<file path="config.mk">
export PLATFORM = sky130hd
export DESIGN_NAME = lfdo_queue
export DESIGN_NICKNAME = d
export VERILOG_FILES = /design/src/hdl/lfdo_pkg.sv /design/src/hdl/lfdo_queue.sv
export SDC_FILE = /design/constraint.sdc
export NUM_CORES = 1
export LEC_CHECK = 0
export ABC_AREA = 1
export BUFFER_PORTS_ARGS = -buffer_cell sky130_fd_sc_hd__buf_2
export CORE_ASPECT_RATIO = 0.7
export CORE_MARGIN = 10
export CORE_UTILIZATION = 30
export CTS_CLUSTER_DIAMETER = 50
export DETAILED_ROUTE_END_ITERATION = 6
export PLACE_DENSITY_LB_ADDON = 0.12
export SYNTH_ARGS = -nofsm -noshare
export SYNTH_HDL_FRONTEND = slang
export SYNTH_SLANG_ARGS = --single-unit
</file>
<file path="constraint.sdc">
create_clock -name clk_i -period 2.7 [get_ports clk_i]
set_clock_uncertainty 0.05 [all_clocks]
set_input_delay 0.27 -clock clk_i [delete_from_list [all_inputs] [get_ports clk_i]]
set_output_delay 0.27 -clock clk_i [all_outputs]
set_load 0.02 [all_outputs]
</file>
<file path="src/hdl/lfdo_pkg.sv">
`timescale 1ns / 1ps

package lfdo_pkg;

  localparam int unsigned DEPTH    = 8192;
  localparam int unsigned AW       = $clog2(DEPTH);
  localparam int unsigned CW       = AW + 1;
  localparam int unsigned LINE_MAX = 256;
  localparam int unsigned LW       = $clog2(LINE_MAX);
  localparam int unsigned DW       = 24;

  localparam logic [CW-1:0] DEPTH_C  = CW'(DEPTH);
  localparam logic [DW-1:0] DROP_MAX = {DW{1'b1}};

  localparam logic [2:0] REQ_BEGIN   = 3'd0;
  localparam logic [2:0] REQ_WRITE   = 3'd1;
  localparam logic [2:0] REQ_PEEK    = 3'd2;
  localparam logic [2:0] REQ_CONSUME = 3'd3;
  localparam logic [2:0] REQ_TAKE    = 3'd4;

  localparam logic [1:0] ST_OK       = 2'd0;
  localparam logic [1:0] ST_TOO_LONG = 2'd1;
  localparam logic [1:0] ST_IGNORED  = 2'd2;

  localparam logic [7:0] CHAR_NL = 8'h0A;
  localparam logic [7:0] CHAR_QM = 8'h3F;
  localparam logic [7:0] BYTE_FF = 8'hFF;

  localparam logic [13:0] THRESH_RST   = 14'd256;
  localparam logic [8:0]  MAX_LINE_RST = 9'd256;

  localparam logic REG_THRESH   = 1'b0;
  localparam logic REG_MAX_LINE = 1'b1;

  typedef enum logic [2:0] {
    OP_BEGIN,
    OP_WRITE,
    OP_PEEK,
    OP_CONSUME,
    OP_TAKE,
    OP_NONE
  } op_e;

  typedef struct packed {
    op_e           op;
    logic [LW-1:0] len;
    logic          capped;
    logic [7:0]    data;
    logic [AW-1:0] offset;
    logic [CW-1:0] count;
  } cmd_t;

endpackage

</file>
<file path="src/hdl/lfdo_queue.sv">
`timescale 1ns / 1ps

module lfdo_queue (
  input  logic           clk_i,
  input  logic           rst_ni,
  input  logic           push_i,
  input  lfdo_pkg::cmd_t cmd_i,
  output logic           full_o,
  output logic           valid_o,
  output lfdo_pkg::cmd_t cmd_o,
  input  logic           pop_i
);

  lfdo_pkg::cmd_t ent_q [2];
  logic           wr_ptr_q;
  logic           rd_ptr_q;
  logic [1:0]     cnt_q;

  assign full_o  = (cnt_q == 2'd2);
  assign valid_o = (cnt_q != 2'd0);
  assign cmd_o   = ent_q[rd_ptr_q];

  always_ff @(posedge clk_i) begin
    if (push_i) begin
      ent_q[wr_ptr_q] <= cmd_i;
    end
  end

  always_ff @(posedge clk_i or negedge rst_ni) begin
    if (!rst_ni) begin
      wr_ptr_q <= 1'b0;
      rd_ptr_q <= 1'b0;
      cnt_q    <= 2'd0;
    end else begin
      if (push_i) begin
        wr_ptr_q <= ~wr_ptr_q;
      end
      if (pop_i) begin
        rd_ptr_q <= ~rd_ptr_q;
      end
      case ({push_i, pop_i})
        2'b10:   cnt_q <= cnt_q + 2'd1;
        2'b01:   cnt_q <= cnt_q - 2'd1;
        default: cnt_q <= cnt_q;
      endcase
    end
  end

endmodule

</file>
### Word level (Yosys, flattened, before mapping)

Memories as Yosys holds them, arrays and structs flattened.
Cells that the tools add are included.

* bits in registers: 4
* bits of input ports: 51
* RAM bits: 94
* logic and storage cells: 16
* memories: 1
* output and inout bits: 49

* bitwise operators: 2
* equality and inequality tests: 3
* multiplexer cells: 3
* reductions and logical operators: 2
* $add $sub $neg: 2

Memory list
* ent_q: depth 2, bits a word 47, rd ports 1, clocked after Yosys merged registers in 0, write ports 1, RTL line lfdo_queue.sv:14 `lfdo_pkg::cmd_t ent_q [2];`

Operators by type and width (number)
* equality test 2 bit, second input constant: 2
* case mux 2 bit (2 select lines): 1
* nonzero test 2 bit: 2
* adder 2 x 1 -> 2 bit, second input constant: 1
* equality test 2 x 1 -> 1 bit, second input constant: 1
* 2-to-1 mux 1 bit: 2
* NOT 1 bit: 2
* subtractor 2 x 1 -> 2 bit, second input constant: 1

### Logic depth before layout (Yosys ltp)

Gate-level depths: netlist of the first run.

* depth after elaboration: 2
* mapped depth: 7
* depth with buffers taken out: 7

### Worst setup path before layout of the first run

No wires, ideal clock.

* kind: register to register
* start point: register wr_ptr_q
* end point: memory ent_q[0][0] in the netlist's numbering (enable)
* arrival: 2.385 ns
* data required time: 2.197 ns
* slack: -0.187 ns
* period minus slack after synthesis: 2.887 ns
* stages on the path, launching flop included: 2
* cells stage by stage: dfrtp_1 -> nor2_1

RTL lines
* from (decl): RTL line lfdo_queue.sv:15 `logic wr_ptr_q;`
* from (signal assigned): RTL line lfdo_queue.sv:36 `wr_ptr_q <= ~wr_ptr_q;`
* to (decl): RTL line lfdo_queue.sv:14

No word-level cell before the write port.

==> results of run 1 <==
==> worst max-delay path: stages (launching register included) <==
cell and delay, ns:
dfrtp_2 0.53, buf_4 0.22, o21ai_0 0.28, buf_2 0.23
==> where the power goes <==
| part | leakage (nW) | switching, mW | internal (mW) |
|---|---|---|---|
| logic | 0.930 | 1.17 | 0.512 |
| registers | 0.928 | 0.116 | 2.02 |
| clock network | 0.142 | 0.534 | 0.716 |
| total | 2.00 | 1.83 | 3.25 |
==> final cells by class <==
cell class                 instances  area [um^2]  area share
clock inverter                     7         68.8      0.0147
inverter                          53          199      0.0424
timing repair buffer             106          576       0.123
multi-input combinational        108          499       0.106
clock buffer                       9          225      0.0480
sequential                        98         2920       0.624
tap                              157          196      0.0419
==> layout by cell type, fill, tap and decap left out <==
cell           synthesis  layout
bufinv_16              0       1
nand3_1                1       1
xor2_1                 2       2
xnor2_1                1       1
o21ai_1                9       9
clkinv_2               0       3
dfrtp_2                0       1
dlygate4sd3_1          0       1
clkinvlp_4             0       2
ha_1                   1       1
inv_1                 53      52
clkbuf_16              0       9
nand4_1                1       1
nor2_1                 2       1
dfrtp_1                4       3
edfxtp_1              94      94
inv_2                  0       1
inv_6                  0       1
buf_4                  0       4
nand2_1               53      53
buf_2                  0      99
nor2_4                 0       1
o21ai_0               38      38
buf_12                 0       2
==> kinds of logic (layout without fill, tap and decap cells) <==
kind of cell | Yosys count | after routing | synth area share
adder cells (fa/ha/maj) | 1 | 1 | 0.00338
AND/OR/NAND/NOR | 57 | 57 | 0.0589
XOR/XNOR | 3 | 3 | 0.00711
flip-flops | 98 | 98 | 0.791
AO/OA/AOI/OAI | 47 | 47 | 0.0636
buffers and inverters | 63 | 175 | 0.0762
==> how the worst max path moves through the flow <==
stage                     slack (ns)  cells after the start      from     endpoint
final                           0.78                      3  rd_ptr_q    cmd_o[34]
after global routing            0.65                      4  rd_ptr_q    cmd_o[38]
after CTS                       0.74                      3  rd_ptr_q    cmd_o[34]
after detailed placement        1.12                      3  rd_ptr_q    cmd_o[34]
after global placement          1.15                      3  rd_ptr_q    cmd_o[34]
after floorplan                 0.59                      1  wr_ptr_q  ent_q[0][0]
==> routing by layer <==
layer	track usage	vias up
li1	-	1114
met1	0.115	979
met2	0.122	73
met3	0.0477	7
met4	0.0228	2
met5	0	-
==> flip-flops by register name, summed over array words and instances (netlist names) <==
register,flops
wr_ptr_q,1
ent_q,94
cnt_q,2
rd_ptr_q,1
==> metrics by stage <==
step / utilization / hold slack, ns
CTS: 0.394 / 0.0523
global placement: 0.369 / 0.0383
finish: 0.394 / 0.0686
detailed placement: 0.369 / 0.0359
floorplan: - / -0.0756
global route: 0.394 / 0.0508
==> results.tsv, run 1 <==
metric	value	unit
cts_tree	done	
yosysTopAreaCell	edfxtp_1	
initial_core_util	0.311	
ys_top_cells_by_count	94 x edfxtp_1, 53 x inv_1, 53 x nand2_1, 38 x o21ai_0, 9 x o21ai_1	
wl_met3	644	um
min-delay-start	cmd_i[40]	
ys_ff_latch	98	
synth_area_per_cell	13.7	um^2
synth_area_leaders	edfxtp_1 76%, inv_1 5.4%, nand2_1 5.4%	
start_kind	flip-flop	
p_per_area	1080	nW/um^2
routed-wl-met2	3.15	mm
rrSetupSlack	1.20	ns
final_nets	428	
wl_per_cell	14.2	um
syn_nets	321	
path_class	flip-flop to output pin	
outcome	finished, final reports clean	
place_congestion	0.663	
finalSetupViolations	0	
die_h	113	um
period_share	0.711	
antenna_cells	0	
drive_above_1_share	0.325	
rr_endpoint	ent_q[1][12]	
place_hpwl	5.33	mm
dp_slack	1.12	ns
syn_to_final_growth	26.8	%
dpl.cell_count	521	
firstDrtPassIters	4	
tightest_slew	0.445	ns
hold_path.class	input port to flip-flop	
coreArea	11900	um^2
grt_start_max_net_pins	51	
io_buffers	99	
worstReg2RegStart	wr_ptr_q	
slew_violations	0	
r2r.worst_path.cells	3	
finalNonFillerCells	538	
ant_nets	0	
cts_buffers	9	
rsz0062_at_grt	false	
critPathRequiredTime	2.38	ns
synth_top_cell_area_share	0.764	
synthCells	269	
drt-total-wl	7.65	mm
maxSlewHeadroom	0.703	
via_per_inst	4.04	
met1Wirelength	3.80	mm
drc	0	
leakage	2.00	nW
clkSlewWorstSetupHoldPaths	0.07	ns
cts_setup_buffers	0	
clk_latency	0.33	ns
grt_use_total	0.0876	
design_area	4690	um^2
cts_resized	0	
cp_data_arrival_time	1.60	ns
cts_max_path_buffers	2	
synth.cell_area	3700	um^2
die_area	17200	um^2
place_area	4380	um^2
fin_crit	1.92	ns
grt_pass1_wl	11.8	mm
holdPathStages	1	
critPathMaxFanout	18	
clock_sinks	98	
grt_pass1_vias	2156	
drt-initial-drc-count	145	
rows	33	
fin_ws	0.781	ns
ys_async_sr_fraction	0.0408	
tns	0	ns
synth_flop_cell	edfxtp_1	
die_w	153	um
yosysMostFrequentCell	edfxtp_1	
yosys_warnings	0	
highest_layer	met5	
finalPower	5.07	mW
ir_drop	0.000516	V
synth_edf_count	94	
end_kind	output pin	
min_to	ent_q[1][40]	
synth.distinct_cells	14	
antenna_found_initial	1	
io_pins	100	
max_freq	521	MHz
ctsHoldBuffers	1	
synth_seq_area_share	0.791	
hold_viol	0	
htree_levels	3	
overflow	0	
dr_total_vias	2175	
n_fill_cell	1155	
cts_root_buf	clkbuf_16	
drv_cap	0	
Note: power is estimated with default switching activity, not from simulation.
==> run 2: changes to the inputs <==
clock period = 1.9 ns   (was 2.7 ns; I/O delays follow)
==> run 2 against run 1 <==
Clock-buffer cell count did not move. Power grew 46%. Die area unchanged. First-iteration DRC count rose by 33%. Sequential cell count unchanged. Critical endpoint is now cmd_o[29]. Largest cell class unchanged.
==> results.tsv, run 2 (same netlist as run 1, synthesis figures left out) <==
metric	value	unit	change
fin_crit	1.73	ns	
holdPathStages	1		unchanged
fin_ws	0.171	ns	-0.610 ns
hold_viol	0		unchanged
clock_sinks	98		unchanged
die_h	113	um	unchanged
period_share	0.910		
initial_core_util	0.311		unchanged
cts_setup_buffers	0		unchanged
rsz0062_at_grt	false		
crit_chain	buf_12 -> o21ai_0 -> buf_2		
layout_commonest_cell	buf_2		
place_hpwl	5.29	mm	-0.83%
start_kind	flip-flop		
hold_path.class	input port to flip-flop		
critPathMaxFanout	48		+30
largest_reg_flops	94		unchanged
antenna_found_initial	0		-1
grt_use_total	0.0936		+0.00599
cpMaxStageDelayCell	dfrtp_2		
cts_max_path_buffers	2		unchanged
path_depth	3		unchanged
drv_cap	0		unchanged
min-delay-start	cmd_i[12]		
cpLargestDelayFamily	flip-flops		
coreArea	11900	um^2	unchanged
via_per_inst	4.00		-1.1%
design_area	5150	um^2	+9.9%
cp_data_arrival_time	1.49	ns	-0.11 ns
max_freq	578	MHz	
cts_tree	done		
dr_total_vias	2331		+7.2%
leakage	2.20	nW	+10%
cts_root_buf	clkbuf_16		
p_per_area	1440	nW/um^2	+33%
htree_levels	3		unchanged
slew_violations	0		unchanged
syn_to_final_growth	39.4	%	
worst-path-buf-inv	2		unchanged
path_class	flip-flop to output pin		
place_area	4370	um^2	-0.29%
grt_pass1_vias	2387		+11%
place_congestion	0.687		+3.6%
largest_register	ent_q		
top_regs	ent_q x94, cnt_q x2		
cts_buffers	9		unchanged
antenna_cells	0		unchanged
grt_pass1_wl	12.6	mm	+6.9%
r2r.worst_path.cells	2		-1
drc	0		unchanged
firstDrtPassIters	4		unchanged
drt-total-wl	7.98	mm	+4.4%
rr_endpoint	ent_q[0][28]		
grt_start_max_net_pins	49		-3.9%
rrSetupSlack	0.52	ns	-0.68 ns
clk_latency	0.33	ns	about the same
tns	0	ns	unchanged
critPathRequiredTime	1.66	ns	-0.72 ns
dp_slack	0.487	ns	-0.631 ns
drt-initial-drc-count	193		+33%
die_area	17200	um^2	unchanged
worstReg2RegStart	wr_ptr_q		
io_buffers	99		unchanged
wl_per_cell	13.7	um	-3.7%
rows	33		unchanged
maxSlewHeadroom	0.713		+0.0100
drive_above_1_share	0.291		-0.0344
outcome	finished, final reports clean		
io_pins	100		unchanged
ant_nets	0		unchanged
tightest_slew	0.430	ns	-0.0144 ns
finalSetupViolations	0		unchanged
clkSlewWorstSetupHoldPaths	0.07	ns	about the same
die_w	153	um	unchanged
end_kind	output pin		
n_fill_cell	1120		-3.0%
min_to	ent_q[1][12]		
ir_drop	0.000772	V	+50%
mostFrequentLayoutCells	99 x buf_2, 94 x edfxtp_1, 53 x nand2_1		
final_nets	473		+11%
overflow	0		unchanged
slowest_delay	0.43	ns	-0.10 ns
==> run 2: cell count changes in the layout (fill, tap and decap cells not counted), sizes merged <==
| cell | change |
|---|---|
| dlygate4sd3 | +45 |
| clkinvlp | -2 |
| bufinv | +1 |
| clkinv | +1 |
==> run 2: stage by stage <==
stage | power [mW] | utilization | std cells | hold WS [ns]
floorplan | 4.67 | - | 269 | -0.156
global placement | 5.53 | 0.368 | 521 | -0.0385
detailed placement | 5.54 | 0.368 | 521 | -0.0374
CTS | 7.55 | 0.433 | 583 | 0.00166
global route | 7.94 | 0.433 | 583 | 0.00346
finish | 7.42 | 0.433 | 583 | 0.0221
==> run 2: report_power, final <==
group          switching [mW]  total (mW)  internal (mW)  leakage, nW
Sequential              0.125        3.00           2.87        0.928
Combinational            1.73        2.51          0.774         1.12
Clock                   0.761        1.91           1.15        0.160
==> run 2: timing repair <==
action	4_1_cts	5_1_grt
setup endpoints to repair	0	5
gates resized for setup	0	1
endpoints found under the hold margin	92	0
hold buffers	46	0
==> run 2: worst reg2reg max path: cells and delay by family (launching register included) <==
kind	cells	cell delay, ns
buf+inv	1	0.39
flops	1	0.43
simple gates	1	0.14
==> run 2: per-layer routing <==
metal | routed length, um | GRT usage | up-vias | part of all wire
met5 | 0 | 0 | - | 0
met4 | 79 | 0.0266 | 0 | 0.0099
met3 | 693 | 0.0473 | 9 | 0.087
met2 | 3300 | 0.133 | 80 | 0.41
met1 | 3910 | 0.122 | 1037 | 0.49
li1 | - | - | 1205 | -
==> run 2: worst max-delay path by stage <==
stage	to	start	slack, ns
2_1_floorplan	ent_q[1][0]	wr_ptr_q	0.06
6_report	cmd_o[29]	rd_ptr_q	0.17
3_5_place_dp	cmd_o[38]	rd_ptr_q	0.49
3_3_place_gp	cmd_o[38]	rd_ptr_q	0.48
4_1_cts	cmd_o[38]	rd_ptr_q	0.1
5_1_grt	cmd_o[4]	rd_ptr_q	0.07
==> run 2: final cells by class <==
class | count | area [um^2] | area share
clock buffer | 9 | 225 | 0.0437
tap | 157 | 196 | 0.0381
multi-input combinational | 108 | 499 | 0.0969
clock inverter | 7 | 92.6 | 0.0180
sequential | 98 | 2920 | 0.567
inverter | 53 | 199 | 0.0386
timing repair buffer | 151 | 1020 | 0.197
