`src/hdl/lfdo_pkg.sv`:
```
`timescale 1ns / 1ps

package lfdo_pkg;

  localparam int unsigned DEPTH    = 8192;
  localparam int unsigned AW       = $clog2(DEPTH);
  localparam int unsigned CW       = AW + 1;
  localparam int unsigned LINE_MAX = 256;
  localparam int unsigned LW       = $clog2(LINE_MAX);
  localparam int unsigned DW       = 24;

  localparam logic [CW-1:0] DEPTH_C  = CW'(DEPTH);
  localparam logic [DW-1:0] DROP_MAX = {DW{1'b1}};

  localparam logic [2:0] REQ_BEGIN   = 3'd0;
  localparam logic [2:0] REQ_WRITE   = 3'd1;
  localparam logic [2:0] REQ_PEEK    = 3'd2;
  localparam logic [2:0] REQ_CONSUME = 3'd3;
  localparam logic [2:0] REQ_TAKE    = 3'd4;

  localparam logic [1:0] ST_OK       = 2'd0;
  localparam logic [1:0] ST_TOO_LONG = 2'd1;
  localparam logic [1:0] ST_IGNORED  = 2'd2;

  localparam logic [7:0] CHAR_NL = 8'h0A;
  localparam logic [7:0] CHAR_QM = 8'h3F;
  localparam logic [7:0] BYTE_FF = 8'hFF;

  localparam logic [13:0] THRESH_RST   = 14'd256;
  localparam logic [8:0]  MAX_LINE_RST = 9'd256;

  localparam logic REG_THRESH   = 1'b0;
  localparam logic REG_MAX_LINE = 1'b1;

  typedef enum logic [2:0] {
    OP_BEGIN,
    OP_WRITE,
    OP_PEEK,
    OP_CONSUME,
    OP_TAKE,
    OP_NONE
  } op_e;

  typedef struct packed {
    op_e           op;
    logic [LW-1:0] len;
    logic          capped;
    logic [7:0]    data;
    logic [AW-1:0] offset;
    logic [CW-1:0] count;
  } cmd_t;

endpackage

```
`src/hdl/lfdo_front.sv`:
```
`timescale 1ns / 1ps

module lfdo_front (
  input  logic                 clk_i,
  input  logic                 rst_ni,
  input  logic                 in_valid_i,
  output logic                 in_stall_o,
  input  logic [2:0]           req_type_i,
  input  logic [15:0]          line_len_i,
  input  logic [7:0]           data_byte_i,
  input  logic [12:0]          peek_offset_i,
  input  logic [13:0]          consume_count_i,
  input  logic                 psel,
  input  logic                 penable,
  input  logic                 pwrite,
  input  logic [2:0]           paddr,
  input  logic [31:0]          pwdata,
  output logic [31:0]          prdata,
  output logic                 pready,
  output logic [13:0]          threshold_o,
  output logic                 push_o,
  output lfdo_pkg::cmd_t       cmd_o,
  input  logic                 full_i
);

  logic [13:0] thresh_q;
  logic [8:0]  max_line_q;
  logic [8:0]  eff_max;
  logic        cfg_wr;

  assign pready = 1'b1;
  assign cfg_wr = psel & penable & pwrite;

  always_ff @(posedge clk_i or negedge rst_ni) begin
    if (!rst_ni) begin
      thresh_q   <= lfdo_pkg::THRESH_RST;
      max_line_q <= lfdo_pkg::MAX_LINE_RST;
    end else if (cfg_wr) begin
      if (paddr[2] == lfdo_pkg::REG_THRESH) begin
        thresh_q <= pwdata[13:0];
      end else begin
        max_line_q <= pwdata[8:0];
      end
    end
  end

  always_comb begin
    if (paddr[2] == lfdo_pkg::REG_MAX_LINE) begin
      prdata = {23'd0, max_line_q};
    end else begin
      prdata = {18'd0, thresh_q};
    end
  end

  assign threshold_o = thresh_q;

  // clamp max_line to its usable range
  always_comb begin
    if (max_line_q < 9'd2) begin
      eff_max = 9'd2;
    end else if (max_line_q > 9'(lfdo_pkg::LINE_MAX)) begin
      eff_max = 9'(lfdo_pkg::LINE_MAX);
    end else begin
      eff_max = max_line_q;
    end
  end

  always_comb begin
    cmd_o.data   = (data_byte_i == lfdo_pkg::BYTE_FF) ? lfdo_pkg::CHAR_QM : data_byte_i;
    cmd_o.offset = peek_offset_i;
    cmd_o.count  = consume_count_i;
    if (line_len_i >= {7'd0, eff_max}) begin
      cmd_o.len    = lfdo_pkg::LW'(eff_max - 9'd1);
      cmd_o.capped = 1'b1;
    end else begin
      cmd_o.len    = line_len_i[lfdo_pkg::LW-1:0];
      cmd_o.capped = 1'b0;
    end
    case (req_type_i)
      lfdo_pkg::REQ_BEGIN:   cmd_o.op = lfdo_pkg::OP_BEGIN;
      lfdo_pkg::REQ_WRITE:   cmd_o.op = lfdo_pkg::OP_WRITE;
      lfdo_pkg::REQ_PEEK:    cmd_o.op = lfdo_pkg::OP_PEEK;
      lfdo_pkg::REQ_CONSUME: cmd_o.op = lfdo_pkg::OP_CONSUME;
      lfdo_pkg::REQ_TAKE:    cmd_o.op = lfdo_pkg::OP_TAKE;
      default:               cmd_o.op = lfdo_pkg::OP_NONE;
    endcase
  end

  assign in_stall_o = full_i;
  assign push_o     = in_valid_i & ~full_i;

endmodule

```
`config.mk`:
```
export PLATFORM = sky130hd
export DESIGN_NAME = lfdo_front
export DESIGN_NICKNAME = d
export VERILOG_FILES = /design/src/hdl/lfdo_pkg.sv /design/src/hdl/lfdo_front.sv
export SDC_FILE = /design/constraint.sdc
export NUM_CORES = 1
export LEC_CHECK = 0
export BUFFER_PORTS_ARGS = -buffer_cell sky130_fd_sc_hd__buf_2
export CORE_UTILIZATION = 30
export CTS_CLUSTER_DIAMETER = 200
export DETAILED_ROUTE_END_ITERATION = 10
export HOLD_SLACK_MARGIN = 0.15
export PLACE_DENSITY_LB_ADDON = 0.1
export SYNTH_ARGS = -nofsm -noshare
export SYNTH_HDL_FRONTEND = slang
export SYNTH_SLANG_ARGS = --single-unit
```
`constraint.sdc`:
```
create_clock -name clk_i -period 2.9 [get_ports clk_i]
set_input_delay 0 -clock clk_i [delete_from_list [all_inputs] [get_ports clk_i]]
set_output_delay 0 -clock clk_i [all_outputs]
set_load 0.005 [all_outputs]
```
[Yosys cells after proc, flatten, opt, wreduce, memory -nomap -nowiden]
Index checks and enable logic that the tools add are counted.
Operators by class
  bitwise operators: 5
  reduce and logical (&&, ||, !) cells: 3
  mux-type cells: 6
  equal/unequal tests: 5
  magnitude comparators: 3
  $add $sub $neg: 1
Operators with widths (count)
  $mux 9: 3
  $ge 16x9->1: 1
  $pmux 3 s5: 1
  $mux 14: 1
  $gt 9x9->1 const B: 1
  $lt 9x2->1 const B: 1
  $eq 8x8->1 const B: 1
  $mux 8: 1
  $sub 8x1->8 const B: 1
  $eq 3x2->1 const B: 2
  $reduce_and 2->1: 2
  $and 1x1->1: 3
  $eq 3x1->1 const B: 1
  $eq 3x3->1 const B: 1
  $logic_not 3->1: 1
  $not 1->1: 2
Word-level totals
  register bits: 23
  output and inout bits: 96
  input bits: 96
  logic and storage cells: 25

[Logic depth before layout (Yosys ltp)]
Gate-level depths: netlist of the first run.
  depth after elaboration: 5
  depth in mapped cells: 12
  gate-level depth less buffers: 10

[Worst setup path before layout of the first run]
OpenSTA, ideal clock, no wires.
  path kind: reg-to-output
  start point: register max_line_q[6]
  end point: output port cmd_o[38] (netlist name)
  stages on the path, launching flop included: 13
  slack: 444 ps
  arrival time: 2456 ps
  path buffers: 2
  cells stage by stage: dfrtp_1 > clkbuf_1 > nor4_1 > nand2_1 > o211ai_2 > inv_2 > ha_1 > nand2b_1 > a21oi_1 > o21bai_2 > a41o_1 > buf_6 > mux2_4
RTL lines
  from (decl): line lfdo_front.sv:27  | logic [8:0] max_line_q;
  from (signal assigned): line lfdo_front.sv:37  | max_line_q <= lfdo_pkg::MAX_LINE_RST;
  from (signal assigned): line lfdo_front.sv:42  | max_line_q <= pwdata[8:0];
  to (decl): line lfdo_front.sv:22  | output lfdo_pkg::cmd_t cmd_o,

==> results of run 1 <==
[timing repair]
item	CTS	global route
hold endpoints to repair	73	0
setup endpoints to repair	8	6
gates resized for setup	4	1
gates cloned	0	0
hold buffers	42	0
pin swaps	0	3
setup buffers	0	1
[cells in the final DEF, fill, tap and decap left out, drive strengths merged]
cell type and count:
mux2 38, dfstp 2, a21boi 2, nor2 4
a41o 1, o2111ai 1, nand4b 1, nand2 13
o211ai 3, dlygate4sd3 42, o31ai 1, mux2i 2
and4 1, ha 10, inv 5, nor4 4
buf 106, nor2b 7, a21o 3, clkbuf 4
nand2b 2, nand4 5, a21oi 4, nor3 2
o21bai 1, conb 19, xnor2 1, dfrtp 21
o21ai 4
[worst max path at each step]
stage / startpoint / to / slack, ns / cells past startpoint
after detailed placement: max_line_q[4] / cmd_o[43] / 0.08 / 11
after global routing: max_line_q[6] / cmd_o[43] / -0.01 / 11
after global placement: max_line_q[4] / cmd_o[43] / 0.14 / 11
after floorplan: max_line_q[6] / cmd_o[38] / 0.44 / 12
after CTS: max_line_q[4] / cmd_o[43] / 0.03 / 11
final: max_line_q[6] / cmd_o[43] / 0.15 / 11
[cell usage after synthesis]
| library cell | number | share of area |
|---|---|---|
| a21boi_0 | 2 | 0.0075 |
| a21o_1 | 2 | 0.0075 |
| a21o_2 | 1 | 0.0044 |
| a21oi_1 | 4 | 0.010 |
| a41o_1 | 1 | 0.0050 |
| and4_1 | 1 | 0.0044 |
| buf_2 | 2 | 0.0050 |
| buf_4 | 47 | 0.18 |
| buf_6 | 1 | 0.0056 |
| clkbuf_1 | 10 | 0.019 |
| conb_1 | 2 | 0.0038 |
| dfrtp_1 | 21 | 0.26 |
| dfstp_2 | 2 | 0.026 |
| ha_1 | 10 | 0.063 |
| inv_1 | 3 | 0.0056 |
| inv_2 | 2 | 0.0038 |
| mux2_1 | 1 | 0.0056 |
| mux2_2 | 31 | 0.17 |
| mux2_4 | 6 | 0.045 |
| mux2i_1 | 2 | 0.010 |
| nand2_1 | 13 | 0.024 |
| nand2b_1 | 2 | 0.0063 |
| nand4_1 | 5 | 0.016 |
| nand4b_1 | 1 | 0.0044 |
| nor2_1 | 4 | 0.0075 |
| nor2b_1 | 7 | 0.022 |
| nor3_1 | 2 | 0.0050 |
| nor4_1 | 1 | 0.0031 |
| nor4_2 | 2 | 0.013 |
| nor4_4 | 1 | 0.011 |
| o2111ai_1 | 1 | 0.0044 |
| o211ai_1 | 2 | 0.0075 |
| o211ai_2 | 1 | 0.0063 |
| o21ai_0 | 4 | 0.010 |
| o21bai_2 | 1 | 0.0056 |
| o31ai_1 | 1 | 0.0038 |
| xnor2_1 | 1 | 0.0044 |
[state kept, by name (all words and copies together), names as in the netlist]
name	count
threshold_o	14
max_line_q	9
[stage by stage]
| step | setup WS [ns] | area, µm² | std cells | util |
|---|---|---|---|---|
| 6_report | 0.1451 | 2790 | 386 | 0.4369 |
| 3_5_place_dp | 0.08069 | 2287 | 339 | 0.3582 |
| 4_1_cts | 0.02695 | 2779 | 385 | 0.4351 |
| 2_1_floorplan | 0.4444 | 2059 | 217 | - |
| 5_1_grt | -0.01105 | 2790 | 386 | 0.4369 |
| 3_3_place_gp | 0.1390 | 2287 | 339 | 0.3582 |
[logic make-up (layout without fill, tap and decap cells)]
logic type,count (synthesis),after routing
adders and majority gates,10,10
and+or+nand+nor,39,39
DFF,23,23
xor gates and xnor gates,1,1
muxes,40,40
buffers and inverters,65,157
other,2,19
AOI/OAI and AO/OA,20,20
[report_power, final]
group | switching, W | internal [W]
Sequential | 0.0000585 | 0.000396
Combinational | 0.000287 | 0.000377
Clock | 0.000103 | 0.0000980
[final cells by class]
class	count	area, µm²	area share
Sequential cell	23	578.1	0.2072
Tap cell	77	96.34	0.03453
Inverter	5	18.77	0.006726
Timing Repair Buffer	148	970.9	0.3480
Clock buffer	4	45.04	0.01614
Multi-Input combinational cell	129	1081	0.3874
[per-layer routing]
metal  wire [µm]  vias to the layer above  share of wire  global-route usage
met5           0                        -              0                   0
met3         433                        0          0.089             0.03066
li1            -                      841              -                   -
met1        2091                      741           0.43              0.1786
met2        2335                       88           0.48              0.2299
met4           0                        0              0             0.02311
==> metrics.md, run 1 <==
| Metric | Value |
|---|---|
| Largest family of logic cells by synthesized area | multiplexers |
| Synth Area in Compound Gates | 0.07210 |
| Post-Synth Adder-Cell Area | 0.06270 |
| Cell Chain, Critical Path | nor4_4, nand2_1, o211ai_2, inv_2, ha_1, nand2b_1, a21oi_2, o21bai_2, a41o_4, mux2_4, buf_2 |
| Delay-heaviest family, CP | compound AO/OA/AOI/OAI gates |
| Yosys cell types | 37 |
| Final count of negative-setup-slack endpoints | 0 |
| Reg2reg path depth | 2 |
| Worst Tran Pin Value | between 0.5 and 0.6 ns |
| Post-route DRC | 0 |
| First-pass GRT wire length | approximately 7900 µm |
| Clock root buffer | clkbuf_8 |
| Hold_ws | around 0.18 ns |
| ANT nets after route | 0 |
| GP Congestion | between 0.6 and 0.7 |
| Hold Path Sink | in_stall_o |
| Slowest-stage cell, CP | dfrtp_1 |
| Syn Inst Count | 200 |
| Arrival time at the worst endpoint | approximately 2.8 ns |
| Layout cells sized above 1 | 0.5146 |
| FF-to-FF setup slack | approximately 1.9 ns |
| Row count | 29 |
| Placeable Area | about 0.0064 mm² |
| Initial Util | 0.3125 |
| Die height | ~84 µm |
| HP Start | full_i |
| Synthesis Warnings | 0 |
| Largest net degree at the start of global routing | 24 |
| Count of final hold-check violations | 0 |
| Number of detailed-route iterations in the first pass | 4 |
| Area grow syn2layout | 39.81% |
| Grt total ovfl | 0 |
| Reg clk slew, reported paths | 0.08 ns |
| Vias in the first global route | around 1700 |
| CTS tree | built |
| Buf+Inv Stages, Crit Path | 2 |
| Slew HR | 0.6263 |
| Register area share after synthesis | 0.2897 |
| Leakage | 1.404 nW |
| Antenna diodes | 0 |
| Worst vdd ir | between 0.2 and 0.3 mV |
| #FFs+latches synth | 23 |
| Layout fillers | between 600 and 700 |
| Synth Cell Area | approximately 0.002 mm² |
| Final Max Tran Viols | 0 |
| R2r endpoint | max_line_q[4] |
| CTS buffer count | 3 |
| Worst-path maximum fanout | 9 |
| Nets | approximately 420 |
| Syn Area/Cell | around 10 µm² |
| Post-detail-place hpwl | roughly 3500 µm |
| CTS max path bufs | 2 |
| Max stage delay on crit path | around 0.41 ns |
| Antenna violations before repair | 0 |
| Max H-tree Level | 1 |
| Fin Clk Skew | 0 ns |
| Drt total wl | 4860 µm |
| Final setup TNS | 0 ns |
| Max frequency | 363.0 MHz |
| Setup crit start kind | register |
| Crit. End Element | output port |
| 1st-iter DRT viols | 47 |
| Final min period | around 2.8 ns |
| Wire length per cell | around 13 µm |
| Total track usage | 0.1357 |
| Final Total Pwr | 0.001319 W |
| Port Buf Inserts | between 90 and 100 |
| Worst Hold Depth | 2 |
| Clock Latency Late Sink | 0.26 ns |
| Reg2reg start | max_line_q[4] |
| DIE AREA | 0.006982 mm² |
| Synth Area in Simple Gates | 0.1160 |
| CP Data Required Time | just under 3 ns |
| Vias post-DR | around 1700 |
| Drt via density | 4.326 |
| Synth Area in XOR/XNOR | 0.004389 |
| Pwr/cell area | around 470 mW/mm² |
| Die W | roughly 84 µm |
| Setup CP Type | register to output port |
| Io pins | 192 |
| Status | finished, final reports clean |
| Mux cell area share after synthesis | 0.2357 |
| Max-cap violations | 0 |
| Sink Count | 23 |
| Period utilization | 0.9500 |
| Hold Crit Class | input pin to output port |
Note: power is estimated with default switching activity, not from simulation.
==> inputs of run 2 (changes only) <==
--- a/config.mk
+++ b/config.mk
@@ -5,12 +5,15 @@
 export SDC_FILE = /design/constraint.sdc
 export NUM_CORES = 1
 export LEC_CHECK = 0
+export ABC_AREA = 1
 export BUFFER_PORTS_ARGS = -buffer_cell sky130_fd_sc_hd__buf_2
+export CAP_MARGIN = 10
 export CORE_UTILIZATION = 30
 export CTS_CLUSTER_DIAMETER = 200
 export DETAILED_ROUTE_END_ITERATION = 10
 export HOLD_SLACK_MARGIN = 0.15
 export PLACE_DENSITY_LB_ADDON = 0.1
+export SETUP_SLACK_MARGIN = 0.3
 export SYNTH_ARGS = -nofsm -noshare
 export SYNTH_HDL_FRONTEND = slang
 export SYNTH_SLANG_ARGS = --single-unit
==> run 2 against run 1 <==
  * The flow now finishes with violations (design-rule violations)
  * Hold slack better by 0.0029 ns
  * Sequential share of layout area down 1.9 points
  * Register-to-register slack better by 0.11 ns
  * Wire length up 12%
  * Via count up 28%
  * Power up 8.1%
  * Clock power about the same
  * Non-clock buffer count up 7
  * Combinational power up 19%
  * Clock-buffer cell count down 1
  * Setup slack better by 0.27 ns
  * Flip-flop and latch count unchanged
  * Critical endpoint unchanged
==> metrics.md, run 2 <==
| Metric | Value |
|---|---|
| Status | finished with violations (was finished, final reports clean) |
| Failing checks | design-rule violations |
| CP Launch Point | max_line_q[3] (was max_line_q[6]) |
| Largest area contributor in the netlist | dfrtp_1 (unchanged) |
| Drt via density | 4.302 (was 4.326) |
| Commonest non-fill, non-tap cell in the layout | buf_2 (unchanged) |
| Vias post-DR | 2134 (was 1670) |
| Most common cell in the netlist | nand2_1 (was buf_4) |
| Pre-CTS WS | 0.4885 ns (was 0.08069 ns) |
| Post-detail-place hpwl | 3776 µm (was 3505 µm) |
| CTS max path bufs | 2 (unchanged) |
| Period utilization | 0.8554 (was 0.9500) |
| Sink Count | 23 (unchanged) |
| Synth top area share | 0.2570 (was 0.2633) |
| FF-to-FF setup slack | 2.03 ns (was 1.92 ns) |
| Crit. End Element | output port (unchanged) |
| ANT nets after route | 0 (unchanged) |
| Antenna diodes | 0 (unchanged) |
| CTS tree | built (unchanged) |
| Slew HR | 0.4416 (was 0.6263) |
| CP Depth | 16 (was 11) |
| Met1 WL | 2243 µm (was 2091 µm) |
| Layout cells sized above 1 | 0.3986 (was 0.5146) |
| Dpl cell area | 0.002323 mm² (was 0.002287 mm²) |
| Sw frac | 0.3903 (was 0.3397) |
| CP most frequent cell | nand2_2 |
| R2r endpoint | max_line_q[2] (was max_line_q[4]) |
| Max frequency | 403.1 MHz (was 363.0 MHz) |
| Area grow syn2layout | 51.59% (was 39.81%) |
| Leakage | 1.659 nW (was 1.404 nW) |
| First-pass GRT wire length | 8169 µm (was 7879 µm) |
| Grt total ovfl | 0 (unchanged) |
| Final count of negative-setup-slack endpoints | 0 (unchanged) |
| Count of final hold-check violations | 0 (unchanged) |
| Fin Clk Skew | 0 ns (unchanged) |
| GP Congestion | 0.7086 (was 0.6777) |
| Reg2reg path depth | 3 (was 2) |
| Max H-tree Level | 1 (unchanged) |
| Post-synth EDFFs | 0 (unchanged) |
| Port Buf Inserts | 98 (unchanged) |
| Placeable Area | 0.006459 mm² (was 0.006386 mm²) |
| Syn Area/Cell | 6.747 µm² (was 9.978 µm²) |
| Number of detailed-route iterations in the first pass | 10 (was 4) |
| Reg clk slew, reported paths | 0.08 ns (about the same) |
| Yosys cell types | 30 (was 37) |
| Vias in the first global route | 1846 (was 1652) |
| Setup CP Type | register to output port (unchanged) |
| Arrival time at the worst endpoint | 2.48 ns (was 2.75 ns) |
| Reg2reg start | max_line_q[2] (was max_line_q[4]) |
| Nets | 526 (was 416) |
| Largest net degree at the start of global routing | 29 (was 24) |
| Area contributors post-synth | dfrtp_1 26%, buf_4 17%, nand2_1 15% (was dfrtp_1 26%, buf_4 18%, mux2_2 17%) |
| Final worst slack | 0.4193 ns (was 0.1451 ns) |
| Reg power frac | 0.305 (was 0.345) |
| Crit path capture | cmd_o[43] (unchanged) |
| Register area share after synthesis | 0.2827 (was 0.2897) |
| Final min period | 2.481 ns (was 2.755 ns) |
| Largest register FFs | 14 (unchanged) |
| Met3 Wirelength | 424 µm (was 433 µm) |
| Setup crit start kind | register (unchanged) |
| Design area | 0.003099 mm² (was 0.002790 mm²) |
| Synthesis Warnings | 0 (unchanged) |
| Ys async rst share | 1.000 (unchanged) |
| Most frequent cells in the layout | 99 x buf_2, 70 x nand2_1, 42 x dlygate4sd3_1 (was 98 x buf_2, 42 x dlygate4sd3_1, 31 x mux2_2) |
| Unrepaired setup endpoints after global routing | true |
| Max stage delay on crit path | 0.39 ns (was 0.41 ns) |
| Clock share of power | 0.141 (was 0.152) |
| Power Internal | 0.0008693 W (was 0.0008708 W) |
| Met2 WL post-DR | 2757 µm (was 2335 µm) |
| Worst Tran Pin Value | 0.8356 ns (was 0.5589 ns) |
| Cell Chain, Critical Path | nor2_2, nand4_2, nand2_2, buf_12, nand2_2, ha_4, nand2_2, nor2_4, nand2_1, nand2_1, nand2_2, nand3_4, buf_6, nand3_2, nand2_1, buf_2 (was nor4_4, nand2_1, o211ai_2, inv_2, ha_1, nand2b_1, a21oi_2, o21bai_2, a41o_4, mux2_4, buf_2) |
| Io pins | 192 (unchanged) |
| Syn Inst Count | 303 (was 200) |
| Worst vdd ir | 0.2593 mV (was 0.2691 mV) |
| Max-cap violations | 0 (unchanged) |
| Clock Latency Late Sink | 0.26 ns (about the same) |
| Final Max Tran Viols | 0 (unchanged) |
| Die height | 84.55 µm (was 83.56 µm) |
| CP Data Required Time | 2.90 ns (about the same) |
| Wire length per cell | 11.02 µm (was 12.59 µm) |
| Die W | 84.55 µm (was 83.56 µm) |
| Total track usage | 0.1397 (was 0.1357) |
| Pwr/cell area | 460.0 mW/mm² (was 472.7 mW/mm²) |
| Antenna violations before repair | 0 (unchanged) |
| Row count | 29 (unchanged) |
| Highest routed layer | met4 (was met3) |
| Slowest-stage cell, CP | dfrtp_1 (unchanged) |
| Post-route DRC | 20 (was 0) |
| Top cells by count, synth | 82 x nand2_1, 47 x buf_4, 32 x inv_1 (was 47 x buf_4, 31 x mux2_2, 21 x dfrtp_1) |
| Comb power frac | 0.555 (was 0.503) |
| #FFs+latches synth | 23 (unchanged) |
| Delay-heaviest family, CP | simple AND/OR/NAND/NOR gates (was compound AO/OA/AOI/OAI gates) |
| Initial Util | 0.3165 (was 0.3125) |
| Primary FF master, synth | dfrtp_1 (unchanged) |
| Switching Power | 0.0005564 W (was 0.0004481 W) |
| Drt total wl | 5466 µm (was 4860 µm) |
| Synth Cell Area | 0.002044 mm² (was 0.001996 mm²) |
| Worst-path maximum fanout | 6 (was 9) |
| CTS buffer count | 3 (unchanged) |
| Final setup TNS | 0 ns (unchanged) |
| DIE AREA | 0.007149 mm² (was 0.006982 mm²) |
| Clock root buffer | clkbuf_8 (unchanged) |
| 1st-iter DRT viols | 57 (was 47) |
| Buf+Inv Stages, Crit Path | 3 (was 2) |
| Hold Crit Class | input pin to output port (unchanged) |
| Final design utilization | 0.4799 (was 0.4369) |
## run 2: power by group through the flow
| stage | clock, W | combinational [W] | sequential [W] |
|---|---|---|---|
| after floorplan | 0 | 0.000388 | 0.000445 |
| after global placement | 0 | 0.000570 | 0.000446 |
| after detailed placement | 0 | 0.000574 | 0.000447 |
| after CTS | 0.000207 | 0.000662 | 0.000433 |
| after global routing | 0.000217 | 0.000892 | 0.000443 |
| final | 0.000201 | 0.000791 | 0.000434 |
## run 2: worst min path at each step
stage                                  start            end  slack, ns  cells past startpoint
after floorplan                       rst_ni  max_line_q[0]      -0.30                      0
after global placement    consume_count_i[0]       cmd_o[0]    0.00003                      0
after detailed placement  consume_count_i[0]       cmd_o[0]    0.00003                      0
after CTS                     data_byte_i[0]      cmd_o[27]       0.18                      2
after global routing          data_byte_i[1]      cmd_o[28]       0.19                      2
final                         data_byte_i[1]      cmd_o[28]       0.18                      2
## run 2: logic make-up (layout without fill, tap and decap cells)
group | after synthesis | in the layout | share of synthesized area
and+or+nand+nor | 131 | 131 | 0.2723
buffers and inverters | 92 | 191 | 0.2589
AOI/OAI and AO/OA | 43 | 43 | 0.1126
DFF | 23 | 23 | 0.2827
adders and majority gates | 10 | 10 | 0.06120
other | 2 | 19 | 0.003673
xor gates and xnor gates | 2 | 2 | 0.008569
## run 2: final cells by class
class	instances	area (µm²)
well taps	77	96.34
flip-flops and latches	23	581.8
fillers	672	3359
multi-input cells	205	1206
clock inverters	1	5.005
inverters	32	127.6
repair buffers	155	1041
clock buffers	3	41.29
## run 2: per-layer routing
| metal | vias to the layer above | track usage |
|---|---|---|
| li1 | 1107 | - |
| met1 | 925 | 0.1716 |
| met2 | 97 | 0.2542 |
| met3 | 5 | 0.02360 |
| met4 | 0 | 0.03236 |
| met5 | - | 0 |
## run 2: per-stage QoR
step / std cells / hold slack (ns) / power [W]
final: 496 / 0.1820 / 0.001426
after global routing: 496 / 0.1880 / 0.001552
after CTS: 491 / 0.1823 / 0.001302
after detailed placement: 440 / 0.00003458 / 0.001021
after global placement: 440 / 0.00003458 / 0.001017
after floorplan: 320 / -0.2956 / 0.0008333
## run 2: repair_timing
item | 4_1_cts | 5_1_grt
gates resized for setup | 8 | 50
hold buffers | 42 | 0
cloned | 0 | 1
endpoints found under the hold margin | 73 | 0
endpoints found under the setup margin | 8 | 9
buffers inserted | 5 | 4
pin swaps | 0 | 11
==> inputs of run 3 (changes only) <==
--- a/config.mk
+++ b/config.mk
@@ -5,7 +5,6 @@
 export SDC_FILE = /design/constraint.sdc
 export NUM_CORES = 1
 export LEC_CHECK = 0
-export ABC_AREA = 1
 export BUFFER_PORTS_ARGS = -buffer_cell sky130_fd_sc_hd__buf_2
 export CAP_MARGIN = 10
 export CORE_UTILIZATION = 30
==> run 3 against run 2 <==
  * The flow now finishes without violations
  * Die area decreased by 2.3%
  * Wire length is 2.7% lower
  * Cell area down 2.4%
  * Flip-flop and latch count unchanged
  * Clock-buffer cell count increased by 1
  * Hold slack got worse by 0.0029 ns
  * Critical path type unchanged
==> metrics.md, run 3 (synthesis gave the netlist of run 1 again) <==
| Metric | Value |
|---|---|
| Status | finished, final reports clean (was finished with violations) |
| Final setup TNS | 0 ns (unchanged) |
| Most frequent cells in the layout | 92 x buf_2, 42 x dlygate4sd3_1, 31 x mux2_2 (was 99 x buf_2, 70 x nand2_1, 42 x dlygate4sd3_1) |
| Crit. End Element | output port (unchanged) |
| Worst vdd ir | 0.2711 mV (was 0.2593 mV) |
| Drt total wl | 5319 µm (was 5466 µm) |
| Final min period | 2.692 ns (was 2.481 ns) |
| ANT nets after route | 0 (unchanged) |
| Max-cap violations | 0 (unchanged) |
| Worst Tran Pin Value | 0.5615 ns (was 0.8356 ns) |
| Nets | 430 (was 526) |
| Area grow syn2layout | 51.54% (was 51.59%) |
| Slew HR | 0.6246 (was 0.4416) |
| Final Total Pwr | 0.001471 W (was 0.001426 W) |
| Layer carrying the most global-route usage | met2 (unchanged) |
| Worst-path maximum fanout | 5 (was 6) |
| GP Congestion | 0.6777 (was 0.7086) |
| 1st-iter DRT viols | 31 (was 57) |
| Max H-tree Level | 1 (unchanged) |
| Period utilization | 0.9281 (was 0.8554) |
| CP Data Required Time | 2.90 ns (about the same) |
| Die height | 83.56 µm (was 84.55 µm) |
| Die W | 83.56 µm (was 84.55 µm) |
| Leakage | 1.503 nW (was 1.659 nW) |
| Post-detail-place hpwl | 3505 µm (was 3776 µm) |
| Vias in the first global route | 1762 (was 1846) |
| Setup crit start kind | register (unchanged) |
| Total track usage | 0.1464 (was 0.1397) |
| Area taken by multi-input logic gates | 0.001150 mm² (was 0.001206 mm²) |
| Layout fillers | 641 (was 672) |
| Reg clk slew, reported paths | 0.08 ns (about the same) |
| Sink Count | 23 (unchanged) |
| Arrival time at the worst endpoint | 2.69 ns (was 2.48 ns) |
| Hold Crit Class | input pin to output port (unchanged) |
| Initial Util | 0.3125 (was 0.3165) |
| Clock root buffer | clkbuf_8 (unchanged) |
| Vias post-DR | 1769 (was 2134) |
| First-pass GRT wire length | 8473 µm (was 8169 µm) |
| Final design utilization | 0.4736 (was 0.4799) |
| Wire length per cell | 13.30 µm (was 11.02 µm) |
| Placeable Area | 0.006386 mm² (was 0.006459 mm²) |
| Max frequency | 371.5 MHz (was 403.1 MHz) |
| Fin Clk Skew | 0 ns (unchanged) |
| Reg area | 578.1 µm² (was 581.8 µm²) |
| Commonest non-fill, non-tap cell in the layout | buf_2 (unchanged) |
| Pwr/cell area | 486.5 mW/mm² (was 460.0 mW/mm²) |
| Drt via density | 4.423 (was 4.302) |
| Number of detailed-route iterations in the first pass | 4 (was 10) |
| DIE AREA | 0.006982 mm² (was 0.007149 mm²) |
| M3 GR Usage | 0.02967 (was 0.02360) |
| Antenna diodes | 0 (unchanged) |
| Count of final hold-check violations | 0 (unchanged) |
| Unrepaired setup endpoints after global routing | true (unchanged) |
| Largest net degree at the start of global routing | 24 (was 29) |
| CTS buffer count | 3 (unchanged) |
| Grt met2 use | 0.2572 (was 0.2542) |
| Grt total ovfl | 0 (unchanged) |
| Port Buf Inserts | 98 (unchanged) |
| Setup CP Type | register to output port (unchanged) |
| Clock Latency Late Sink | 0.26 ns (about the same) |
| Layout cells sized above 1 | 0.5449 (was 0.3986) |
| CTS tree | built (unchanged) |
| Io pins | 192 (unchanged) |
| CTS max path bufs | 2 (unchanged) |
| Final Max Tran Viols | 0 (unchanged) |
| Row count | 29 (unchanged) |
| Antenna violations before repair | 0 (unchanged) |
| Final count of negative-setup-slack endpoints | 0 (unchanged) |
| Post-route DRC | 0 (was 20) |
| Met1 Resource Use GR | 0.1878 (was 0.1716) |
| Largest register FFs | 14 (unchanged) |
-- run 3: changes by cell type in the layout (fill, tap and decap cells not counted), moves of 8 or more --
cell	delta
nand2_1	-57
mux2_2	+31
inv_1	-25
o21ai_0	-18
nor2_1	-16
buf_6	+12
nand2_2	-11
nor2_2	-8
-- run 3: cell type report --
type	instances	area share
Multi-Input combinational cell	130	0.3802
Timing Repair Buffer	161	0.3757
Sequential cell	23	0.1911
Tap cell	77	0.03186
Clock buffer	4	0.01489
Inverter	5	0.006206
-- run 3: through the flow --
stage | std cells | instance area, µm² | hold WS, ns | setup slack, ns
after global placement | 339 | 2287 | 0.00003458 | 0.1390
after CTS | 399 | 2942 | 0.1797 | 0.1634
after global routing | 400 | 3024 | 0.1877 | 0.08552
final | 400 | 3024 | 0.1791 | 0.2085
after floorplan | 217 | 2059 | -0.2956 | 0.4444
after detailed placement | 339 | 2287 | 0.00003458 | 0.08069
-- run 3: layer usage --
| metal | part of all wire | wire (µm) |
|---|---|---|
| met1 | 0.42 | 2228 |
| met2 | 0.50 | 2664 |
| met3 | 0.080 | 426 |
| met4 | 0 | 0 |
| met5 | 0 | 0 |
-- run 3: power breakdown --
part           internal (W)  switching [W]
Clock             0.0000980       0.000103
Sequential         0.000396      0.0000590
Combinational      0.000479       0.000336
-- run 3: critical path: stages, from the launching register on --
cell and delay, ns:
dfrtp_1 0.43, nor4_4 0.32, nand2_1 0.12, o211ai_2 0.19, inv_2 0.08, ha_4 0.21
nand2b_4 0.14, a21oi_4 0.18, o21bai_4 0.08, a41o_4 0.25, mux2_4 0.31, buf_6 0.12
-- run 3: timing repair --
| item | in CTS | in global routing |
|---|---|---|
| hold buffers | 42 | 0 |
| gates resized for setup | 12 | 13 |
| buffers inserted | 13 | 1 |
| endpoints found under the hold margin | 73 | 0 |
| cloned | 1 | 0 |
| endpoints found under the setup margin | 9 | 8 |
| pin swaps | 6 | 5 |
-- run 3: path summary, 6_finish.rpt --
check / depth (start not counted) / startpoint / slack (ns) / end
setup / recovery: 11 / max_line_q[4] / 0.21 / cmd_o[43]
hold / removal: 2 / full_i / 0.18 / in_stall_o
setup reg to reg: 2 / max_line_q[4] / 1.92 / max_line_q[4]
hold reg to reg: 1 / threshold_o[6] / 0.53 / threshold_o[6]
max in group asynchronous: 2 / rst_ni / 2.28 / max_line_q[8]
min in group asynchronous: 2 / rst_ni / 0.25 / threshold_o[2]
